`src/rtl/core/sorted_priority_queue_top_assert.svh`:
```
// ----------------------------------------------------------------------------
// Sorted priority queue assertion macros
// Shared concurrent assertion forms, clocked on clock, disabled in reset.
// ----------------------------------------------------------------------------
`ifndef SORTED_PRIORITY_QUEUE_TOP_ASSERT_SVH
`define SORTED_PRIORITY_QUEUE_TOP_ASSERT_SVH

// same-cycle implication
`define SPQ_ASSERT_NOW(label, ante, cons, msg) \
   label: assert property (@(posedge clock) disable iff (reset) (ante) |-> (cons)) \
      else $error(msg);

// next-cycle implication
`define SPQ_ASSERT_NEXT(label, ante, cons, msg) \
   label: assert property (@(posedge clock) disable iff (reset) (ante) |=> (cons)) \
      else $error(msg);

`endif

```
`src/rtl/core/spq_pkg.sv`:
```
`timescale 1ns / 1ps
// ----------------------------------------------------------------------------
// Sorted priority queue package
// Depth, widths, command and status codes, request and result types.
// ----------------------------------------------------------------------------
package spq_pkg;

   localparam int QUEUE_DEPTH = 16;
   localparam int CNT_W       = $clog2(QUEUE_DEPTH + 1);

   localparam logic CMD_INSERT = 1'b0;
   localparam logic CMD_REMOVE = 1'b1;

   localparam logic [1:0] ST_OK    = 2'd0;
   localparam logic [1:0] ST_FULL  = 2'd1;
   localparam logic [1:0] ST_EMPTY = 2'd2;

   typedef struct packed {
      logic               cmd;
      logic signed [31:0] item_value;
      logic signed [31:0] item_priority;
   } req_type;

   typedef struct packed {
      logic signed [31:0] head_value;
      logic signed [31:0] head_priority;
      logic               not_empty;
      logic [4:0]         occupancy;
      logic [1:0]         status;
   } rsp_type;

   typedef struct packed {
      logic signed [31:0] value;
      logic signed [31:0] prio;
   } slot_type;

   typedef struct packed {
      logic ins_en;
      logic rem_en;
      logic occ;
      logic left_ge;
   } cell_ctl_type;

endpackage

```
`src/rtl/core/spq_cell.sv`:
```
`timescale 1ns / 1ps
// ----------------------------------------------------------------------------
// Sorted priority queue cell
// One slot of the sorted row: holds, takes the new entry, or shifts from a
// neighbor, and reports whether it stays ahead of the new entry.
// ----------------------------------------------------------------------------
module spq_cell (
   input  logic                 clock,
   input  spq_pkg::cell_ctl_type ctl,
   input  spq_pkg::slot_type    new_slot,
   input  spq_pkg::slot_type    left_slot,
   input  spq_pkg::slot_type    right_slot,
   output spq_pkg::slot_type    slot,
   output logic                 ge
);

   spq_pkg::slot_type slot_ff;
   spq_pkg::slot_type slot_in;

   assign ge   = ctl.occ && (slot_ff.prio >= new_slot.prio);
   assign slot = slot_ff;

   always_comb begin
      slot_in = slot_ff;
      priority if (ctl.ins_en) begin
         priority if (ge)          slot_in = slot_ff;
         else if (ctl.left_ge)     slot_in = new_slot;
         else                      slot_in = left_slot;
      end else if (ctl.rem_en) begin
         slot_in = right_slot;
      end else begin
         slot_in = slot_ff;
      end
   end

   always_ff @(posedge clock) begin
      slot_ff <= slot_in;
   end

endmodule

```
`src/rtl/core/sorted_priority_queue_top.sv`:
```
`timescale 1ns / 1ps
// ----------------------------------------------------------------------------
// Sorted priority queue
// Bounded queue of value/priority pairs kept in descending priority order.
// ----------------------------------------------------------------------------
// Usage:
//   req_* carries one request: cmd insert places the pair behind every stored
//   entry of greater or equal priority; cmd remove drops the head entry.
//   rsp_* returns one result per request: head entry after the request,
//   not_empty, occupancy and status (ok, insert dropped on full, remove on
//   empty). An empty queue reports a zero head.
//   The result is registered in the cycle after the request is taken.
//   Throughput: one request per cycle while req_stall is low; every cell compares
//   its priority with the new one in parallel and shifts to or from its neighbor.
//   A single result register decouples the sides: a request is taken while
//   the register is empty or being drained in the same cycle.
//   When the receiver stalls, the result holds and req_stall rises once the
//   register is full.
//   Reset empties the queue and the result register; cell contents are not
//   cleared and are never shown while unoccupied.
// ----------------------------------------------------------------------------
`include "sorted_priority_queue_top_assert.svh"

module sorted_priority_queue_top (
   input  logic             clock,
   input  logic             reset,
   input  logic             req_valid,
   output logic             req_stall,
   input  spq_pkg::req_type req_data,
   output logic             rsp_valid,
   input  logic             rsp_stall,
   output spq_pkg::rsp_type rsp_data
);

   localparam int DEPTH = spq_pkg::QUEUE_DEPTH;
   localparam int CW    = spq_pkg::CNT_W;

   logic [CW-1:0]     count_ff;
   logic [CW-1:0]     count_in;
   logic              rsp_valid_ff;
   logic              rsp_valid_in;
   spq_pkg::rsp_type  rsp_ff;
   spq_pkg::rsp_type  rsp_in;

   spq_pkg::slot_type slots [DEPTH];
   logic [DEPTH-1:0]  ge;
   spq_pkg::slot_type new_slot;

   logic req_fire;
   logic is_full;
   logic is_empty;
   logic do_ins;
   logic do_rem;

   assign req_stall = rsp_valid_ff && rsp_stall;
   assign req_fire  = req_valid && !req_stall;
   assign is_full   = (count_ff == CW'(DEPTH));
   assign is_empty  = (count_ff == '0);
   assign do_ins    = req_fire && (req_data.cmd == spq_pkg::CMD_INSERT) && !is_full;
   assign do_rem    = req_fire && (req_data.cmd == spq_pkg::CMD_REMOVE) && !is_empty;

   assign new_slot.value = req_data.item_value;
   assign new_slot.prio  = req_data.item_priority;

   for (genvar i = 0; i < DEPTH; i++) begin : g_cell
      spq_pkg::cell_ctl_type ctl;
      spq_pkg::slot_type     left_slot;
      spq_pkg::slot_type     right_slot;

      assign ctl.ins_en = do_ins;
      assign ctl.rem_en = do_rem;
      assign ctl.occ    = (CW'(i) < count_ff);

      if (i == 0) begin : g_first
         assign ctl.left_ge = 1'b1;
         assign left_slot   = new_slot;
      end else begin : g_inner
         assign ctl.left_ge = ge[i-1];
         assign left_slot   = slots[i-1];
      end

      if (i == DEPTH - 1) begin : g_last
         assign right_slot = slots[i];
      end else begin : g_body
         assign right_slot = slots[i+1];
      end

      spq_cell u_cell (
         .clock      (clock),
         .ctl        (ctl),
         .new_slot   (new_slot),
         .left_slot  (left_slot),
         .right_slot (right_slot),
         .slot       (slots[i]),
         .ge         (ge[i])
      );
   end

   always_comb begin
      count_in = count_ff;
      priority if (do_ins) count_in = count_ff + CW'(1);
      else if (do_rem)     count_in = count_ff - CW'(1);
      else                 count_in = count_ff;
   end

   always_comb begin
      rsp_in.head_value    = '0;
      rsp_in.head_priority = '0;
      rsp_in.not_empty     = (count_in != '0);
      rsp_in.occupancy     = 5'(count_in);
      rsp_in.status        = spq_pkg::ST_OK;
      if (req_data.cmd == spq_pkg::CMD_INSERT && is_full) rsp_in.status = spq_pkg::ST_FULL;
      if (req_data.cmd == spq_pkg::CMD_REMOVE && is_empty) rsp_in.status = spq_pkg::ST_EMPTY;
      priority if (do_ins) begin
         if (ge[0]) begin
            rsp_in.head_value    = slots[0].value;
            rsp_in.head_priority = slots[0].prio;
         end else begin
            rsp_in.head_value    = new_slot.value;
            rsp_in.head_priority = new_slot.prio;
         end
      end else if (do_rem) begin
         if (count_in != '0) begin
            rsp_in.head_value    = slots[1].value;
            rsp_in.head_priority = slots[1].prio;
         end
      end else if (!is_empty) begin
         rsp_in.head_value    = slots[0].value;
         rsp_in.head_priority = slots[0].prio;
      end else begin
         rsp_in.head_value    = '0;
         rsp_in.head_priority = '0;
      end
   end

   always_comb begin
      rsp_valid_in = rsp_valid_ff;
      priority if (req_fire)   rsp_valid_in = 1'b1;
      else if (!rsp_stall)     rsp_valid_in = 1'b0;
      else                     rsp_valid_in = rsp_valid_ff;
   end

   always_ff @(posedge clock) begin
      if (reset) begin
         count_ff     <= '0;
         rsp_valid_ff <= 1'b0;
      end else begin
         count_ff     <= count_in;
         rsp_valid_ff <= rsp_valid_in;
      end
   end

   always_ff @(posedge clock) begin
      if (req_fire) begin
         rsp_ff <= rsp_in;
      end
   end

   assign rsp_valid = rsp_valid_ff;
   assign rsp_data  = rsp_ff;

   `SPQ_ASSERT_NOW(a_count_bound, 1'b1, count_ff <= CW'(DEPTH),
      "fill count beyond queue depth")
   `SPQ_ASSERT_NEXT(a_full_drop, req_fire && req_data.cmd == spq_pkg::CMD_INSERT && is_full,
      $stable(count_ff) && rsp_ff.status == spq_pkg::ST_FULL,
      "insert into full queue changed the count")
   `SPQ_ASSERT_NOW(a_sorted_head, count_ff >= CW'(2), slots[0].prio >= slots[1].prio,
      "head entry out of priority order")
   `SPQ_ASSERT_NEXT(a_result_follows, req_fire, rsp_valid_ff,
      "request taken without a result")

endmodule

```
`config.mk`:
```
export PLATFORM = sky130hd
export DESIGN_NAME = sorted_priority_queue_top
export DESIGN_NICKNAME = d
export VERILOG_FILES = /design/src/rtl/core/spq_pkg.sv /design/src/rtl/core/spq_cell.sv /design/src/rtl/core/sorted_priority_queue_top.sv
export VERILOG_INCLUDE_DIRS = /design/src /design/src/rtl/core
export SDC_FILE = /design/constraint.sdc
export NUM_CORES = 2
export LEC_CHECK = 0
export ABC_AREA = 1
export BUFFER_PORTS_ARGS = -buffer_cell sky130_fd_sc_hd__buf_4
export CORE_UTILIZATION = 64
export CTS_CLUSTER_DIAMETER = 40
export DETAILED_ROUTE_END_ITERATION = 6
export PLACE_DENSITY = 0.78
export SKIP_LAST_GASP = 1
export SYNTH_ARGS = -nofsm -noshare
export SYNTH_HDL_FRONTEND = slang
export SYNTH_HIERARCHICAL = 1
export SYNTH_SLANG_ARGS = --single-unit
```
`constraint.sdc`:
```
create_clock -name clock -period 4.7 [get_ports clock]
set_clock_uncertainty 0.2 [all_clocks]
set_input_delay 0 -clock clock [delete_from_list [all_inputs] [get_ports clock]]
set_output_delay 0 -clock clock [all_outputs]
set_load 0.01 [all_outputs]
```
Yosys cells after proc, flatten, opt, wreduce, memory -nomap -nowiden
Index checks and enable logic that the tools add are counted.
{"block": "totals", "reg_bits": 1102, "inputBits": 69, "word_cells": 205, "output_inout_bits": 74}
{"block": "op_classes", "n_bitwise": 2, "mux": 69, "n_eq_ne": 16, "reduce_logical": 45, "magnitude_cmp": 32, "add_sub_neg": 2}
{"op": "$mux W64", "count": 64}
{"op": "$ge A32 B32 Y1", "count": 16}
{"op": "$lt A4 B5 Y1 const A", "count": 8}
{"op": "$reduce_and A2 Y1", "count": 15}
{"op": "$ne A2 B2 Y1 const B", "count": 14}
{"op": "$logic_and A1 B1 Y1", "count": 24}
{"op": "$lt A3 B5 Y1 const A", "count": 4}
{"op": "$lt A1 B5 Y1 const A", "count": 2}
{"op": "$lt A2 B5 Y1 const A", "count": 2}
{"op": "$mux W5", "count": 2}
{"op": "$add A5 B1 Y5 const B", "count": 1}
{"op": "$eq A5 B5 Y1 const B", "count": 1}
{"op": "$logic_not A5 Y1", "count": 1}
{"op": "$reduce_bool A5 Y1", "count": 1}
{"op": "$sub A5 B1 Y5 const B", "count": 1}
{"op": "$logic_not A1 Y1", "count": 3}
{"op": "$mux W1", "count": 3}
{"op": "$ne A2 B1 Y1 const B", "count": 1}
{"op": "$not A1 Y1", "count": 2}
{"op": "$reduce_bool A2 Y1", "count": 1}

Depth between registers and ports, before layout
{"block": "logic_depth", "depth_word": 11, "mapped_depth": 22, "depth_no_buf": 20}

By module
The synthesis kept the hierarchy.
{"mod": "spq_cell (g_cell[0].u_cell ...)", "area_each_um2": 4073.9, "seq_area_each_um2": 1921.8, "n_inst": 12, "cells_each": 494}
{"mod": "spq_cell (g_cell[7].u_cell ...)", "area_each_um2": 4097.7, "seq_area_each_um2": 1921.8, "n_inst": 3, "cells_each": 510}
{"mod": "sorted_priority_queue_top", "area_each_um2": 5941.9, "seq_area_each_um2": 2282.2, "n_inst": 1, "cells_each": 876}
{"mod": "spq_cell (g_cell[6].u_cell)", "area_each_um2": 4065.1, "seq_area_each_um2": 1921.8, "n_inst": 1, "cells_each": 498}

Worst setup path before layout
Ideal clock, no wire load.
{"block": "synth_path", "path_type": "reg2reg", "startpoint": "reg count_ff[0]", "endpoint": "reg g_cell[7].u_cell.slot_ff, in the netlist g_cell[7].u_cell/slot[0] (enable)", "n_path_buf": 2, "required_ps": 3812, "arrival_time_ps": 3029, "period_less_slack_ps": 3916, "setup_time_ps": 688, "stages_incl_launch_ff": 11, "path_slack_ps": 784, "path_cell_list": "dfxtp_1 -> inv_1 -> ha_1 -> nand3_2 -> nand2_2 -> inv_2 -> inv_1 -> clkbuf_1 -> buf_4 -> nand2_1 -> nand2_1"}
{"block": "synth_via", "elab_chain_cells": 5, "word_cells_on_any_way": 11, "classes_between": "order compare (1); eq/ne (2); reduce/logical (8)"}
{"item": "start: declaration", "line_no": "sorted_priority_queue_top.sv:38", "source": "logic [CW-1:0] count_ff;"}
{"item": "start signal: assignment", "line_no": "sorted_priority_queue_top.sv:148", "source": "count_ff <= count_in;"}
{"item": "$eq A5 B5 Y1 (*)", "line_no": "sorted_priority_queue_top.sv:57", "source": "assign is_full = (count_ff == CW'(DEPTH));"}
{"item": "$logic_not A1 Y1 (*)", "line_no": "sorted_priority_queue_top.sv:59", "source": "assign do_ins = req_fire && (req_data.cmd == spq_pkg::CMD_INSERT) && !is_full;"}
{"item": "$logic_and A1 B1 Y1 (*)", "line_no": "sorted_priority_queue_top.sv:59"}
{"item": "named net do_ins", "line_no": "sorted_priority_queue_top.sv:52", "source": "logic do_ins;"}
{"item": "$ne A2 B2 Y1 (no source line) or $reduce_bool A2 Y1 (tied branches)"}
{"item": "$reduce_and A2 Y1 (no source line) (*)"}
{"item": "end signal: assignment", "line_no": "spq_cell.sv:37", "source": "slot_ff <= slot_in;"}
{"item": "end: declaration", "line_no": "spq_cell.sv:17", "source": "spq_pkg::slot_type slot_ff;"}
Mark *: on every way through the listed nets, which the timed path passes. The rest lies on a longest branch.
A chain may end at the register's enable or synchronous reset.

==> metrics.log <==
[metrics] run status: completed
[metrics] crit-path max cell delay: 0.59 ns
[metrics] detailed-route DRC error count: 0
[metrics] Detailed Routing Iterations Pass 1: 6
[metrics] measured slew at the worst slew-check pin: 1.39 ns
[metrics] antenna-violating nets left: 0
[metrics] Boundary Pins: 143
[metrics] area of the die: 113000 sq um
[metrics] clock root cell: sky130_fd_sc_hd__clkbuf_16
[metrics] depth of the worst register-to-register path: 14
[metrics] Chip Width: 336 um
[metrics] TritonCTS clock tree: yes
[metrics] worst-skew pair later-pin latency: 0.79 ns
[metrics] Hold Crit Class: input pin to flop
[metrics] min setup slack post-route: 0.314 ns
[metrics] power share of the clock group: 38.7%
[metrics] switching power: 10.1 mW
[metrics] number of buffers inserted to repair setup after CTS: 0
[metrics] global-route usage over all layers: 36.2%
[metrics] pin count of the biggest net entering global routing: 302
[metrics] Num CTS Buffers: 168
[metrics] number of inserted diodes: 0
[metrics] post-placement worst setup slack: 0.750 ns
[metrics] total of warnings raised by yosys: 6
[metrics] number of global-route vias before repair: 64.6k
[metrics] setup repair after global routing missed its margin: no
[metrics] Critical Path End: rsp_data[48]
[metrics] hold-fix buffer count after cts: 75
[metrics] startpoint class of the critical path: flop
[metrics] height of the die: 336 um
[metrics] Largest delay share family, worst path: simple AND/OR/NAND/NOR gates
[metrics] most prevalent standard cell on the critical path: sky130_fd_sc_hd__nand2_1
[metrics] final period utilization: 93.3%
[metrics] via density per instance: 6.15
[metrics] post-synth design cell area: 71200 sq um
[metrics] critical register-to-register path endpoint: rsp_data[48]
[metrics] largest voltage drop on the vdd net: 0.439 mV
[metrics] initial antenna violation count: 0
[metrics] minimum clock period after layout: 4.39 ns
[metrics] synthesis-to-layout area growth: 11.3%
[metrics] FF-to-FF setup slack: 0.31 ns
[metrics] H-tree level count: 4
[metrics] startpoint of the most critical register-to-register path: count_ff[0]
[metrics] Tot Pwr: 32.4 mW
[metrics] global placement routability congestion: 0.897
[metrics] total global routing overflow: 0
[metrics] critical path arrival: 4.70 ns
[metrics] cells along the critical path: inv_1, ha_1, nand3_4, nand2_4, nand2_1, nand2_1, nand2_1, dlygate4sd3_1, nand2_1, nor2_1, nand3_2, buf_12, nand2_1, a21oi_1
[metrics] final count of negative-setup-slack endpoints: 0
[metrics] endpoint kind of the worst setup timing path: flop
[metrics] area of the core region: 110000 sq um
[metrics] final instance area: 79300 sq um
[metrics] Max-cap violations: 0
[metrics] count of input and output buffers: 142
[metrics] buffering stage count on the worst path with inverters included: 3
[metrics] HPWL reported at the end of detailed placement: 138000 um
[metrics] Iter 0 DRT Violations: 6798
[metrics] CP Launch Point: count_ff[0]
[metrics] Placement Rows: 121
[metrics] clock slew seen by the registers of the worst setup and hold paths: 0.06 ns
[metrics] post-synthesis cell count: 8831
[metrics] fmax: 0.228 GHz
[metrics] sequential fraction of design power: 41.7%
[metrics] Levels on crit path: 14
[metrics] count of pins over their slew limit: 0
[metrics] slowest cell on the critical path: sky130_fd_sc_hd__nand3_2
[metrics] via total after detailed routing: 64.2k
[metrics] internal power contribution: 22.3 mW
[metrics] smallest hold slack: 0.129 ns
[metrics] syn_area_per_cell: 8.06 sq um
[metrics] initial core utilization: 64.9%
[metrics] quantity of gates resized following cts: 0
[metrics] Max-slew headroom: 7.12%
[metrics] LEAKAGE: 34.5 nW
[metrics] first-pass GRT wire length: 331000 um
[metrics] number of failing hold endpoints at the final stage: 0
[metrics] kind of critical path: flop to flop
[metrics] maximum number of buffers from clock root to sink: 3
[metrics] combinational power share: 19.6%
[metrics] number of inserted filler cells in the final layout: 8434
[metrics] proportion of layout cells with a drive suffix above 1: 7.80%
[metrics] WP data required: 5.01 ns
[metrics] switching part of the total: 31.2%
[metrics] number of clock sinks: 1102
[metrics] PwrDens: 409 nW/um^2
[metrics] count of nets after finishing: 9402
[metrics] maximum fanout count along the critical path: 42
[metrics] DRT Wirelength: 206000 um
[metrics] summed negative setup slack over all endpoints: 0 ns
[metrics] cell area after placement: 72900 sq um
[metrics] post-detailed-route wirelength per cell: 19.8 um
## worst min path at each step
stage | to | start | cells after the start | slack (ns)
2_1_floorplan | count_ff[1] | reset | 1 | -0.13
3_3_place_gp | rsp_valid | reset | 2 | 0.05
3_5_place_dp | count_ff[2] | reset | 2 | 0.04
4_1_cts | g_cell[7].u_cell/slot[49] | req_data[49] | 4 | 0.1
5_1_grt | g_cell[14].u_cell/slot[49] | req_data[49] | 4 | 0.14
6_report | g_cell[6].u_cell/slot[49] | req_data[49] | 4 | 0.13
## through the flow
| stage | cells | utilization [%] |
|---|---|---|
| 2_1_floorplan | 8832 | - |
| 3_3_place_gp | 10000 | 66.5 |
| 3_5_place_dp | 10000 | 66.5 |
| 4_1_cts | 10400 | 72.3 |
| 5_1_grt | 10400 | 72.3 |
| 6_report | 10400 | 72.3 |
## registers in the layout, summed over array words and instances (netlist names)
| signal | count |
|---|---|
| rsp_valid | 1 |
| count_ff | 5 |
| rsp_data | 72 |
| g_cell.u_cell/slot | 1024 |
## per-layer routing
metal	track usage, %	wire length [um]	share of wire, %
met5	0	0	0
met4	17.1	8590	4.2
met3	4.08	14000	6.8
met2	63.4	104000	50
met1	44.7	79700	39
## cell usage in the layout, fill, tap and decap left out, types with 4 or more instances in the layout
master and n:
sky130_fd_sc_hd__a211oi_1 64, sky130_fd_sc_hd__a21o_1 34, sky130_fd_sc_hd__a21oi_1 242, sky130_fd_sc_hd__a21oi_2 38, sky130_fd_sc_hd__buf_12 14, sky130_fd_sc_hd__buf_4 215
sky130_fd_sc_hd__bufinv_16 17, sky130_fd_sc_hd__clkbuf_1 22, sky130_fd_sc_hd__clkbuf_16 173, sky130_fd_sc_hd__clkinv_1 27, sky130_fd_sc_hd__clkinv_2 21, sky130_fd_sc_hd__clkinv_4 16
sky130_fd_sc_hd__clkinv_8 6, sky130_fd_sc_hd__clkinvlp_4 16, sky130_fd_sc_hd__dfxtp_1 6, sky130_fd_sc_hd__dlygate4sd3_1 75, sky130_fd_sc_hd__edfxtp_1 1096, sky130_fd_sc_hd__ha_1 516
sky130_fd_sc_hd__inv_1 850, sky130_fd_sc_hd__inv_2 41, sky130_fd_sc_hd__inv_6 11, sky130_fd_sc_hd__inv_8 4, sky130_fd_sc_hd__nand2_1 1751, sky130_fd_sc_hd__nand2_2 58
sky130_fd_sc_hd__nand3_1 63, sky130_fd_sc_hd__nand4_1 41, sky130_fd_sc_hd__nor2_1 1276, sky130_fd_sc_hd__nor2_2 30, sky130_fd_sc_hd__nor3_1 13, sky130_fd_sc_hd__nor4_4 12
sky130_fd_sc_hd__o21a_1 17, sky130_fd_sc_hd__o21a_2 12, sky130_fd_sc_hd__o21ai_0 1307, sky130_fd_sc_hd__o21ai_1 849
## worst min-delay path: cells and delay by family
family	cells	cell delay, ns
compound gates	1	0.13
buf+inv	2	0.78
simple gates	1	0.08
## final cells by class
| type | count | area (sq um) | share of cell area (%) |
|---|---|---|---|
| sequential | 1102 | 33000 | 41.7 |
| multi-input combinational | 6342 | 32800 | 41.3 |
| clock inverter | 111 | 1180 | 1.49 |
| tap | 1476 | 1850 | 2.33 |
| inverter | 899 | 3380 | 4.27 |
| clock buffer | 195 | 4410 | 5.57 |
| timing repair buffer | 304 | 2650 | 3.34 |
## power groups by stage
stage | logic [mW] | registers [mW] | clock network (mW)
2_1_floorplan | 4.30 | 13.3 | 0
3_3_place_gp | 5.76 | 13.7 | 0
3_5_place_dp | 6.10 | 13.7 | 0
4_1_cts | 6.21 | 13.5 | 12.6
5_1_grt | 7.09 | 13.6 | 13.0
6_report | 6.35 | 13.5 | 12.5
Power figures use the tool's default switching activity.
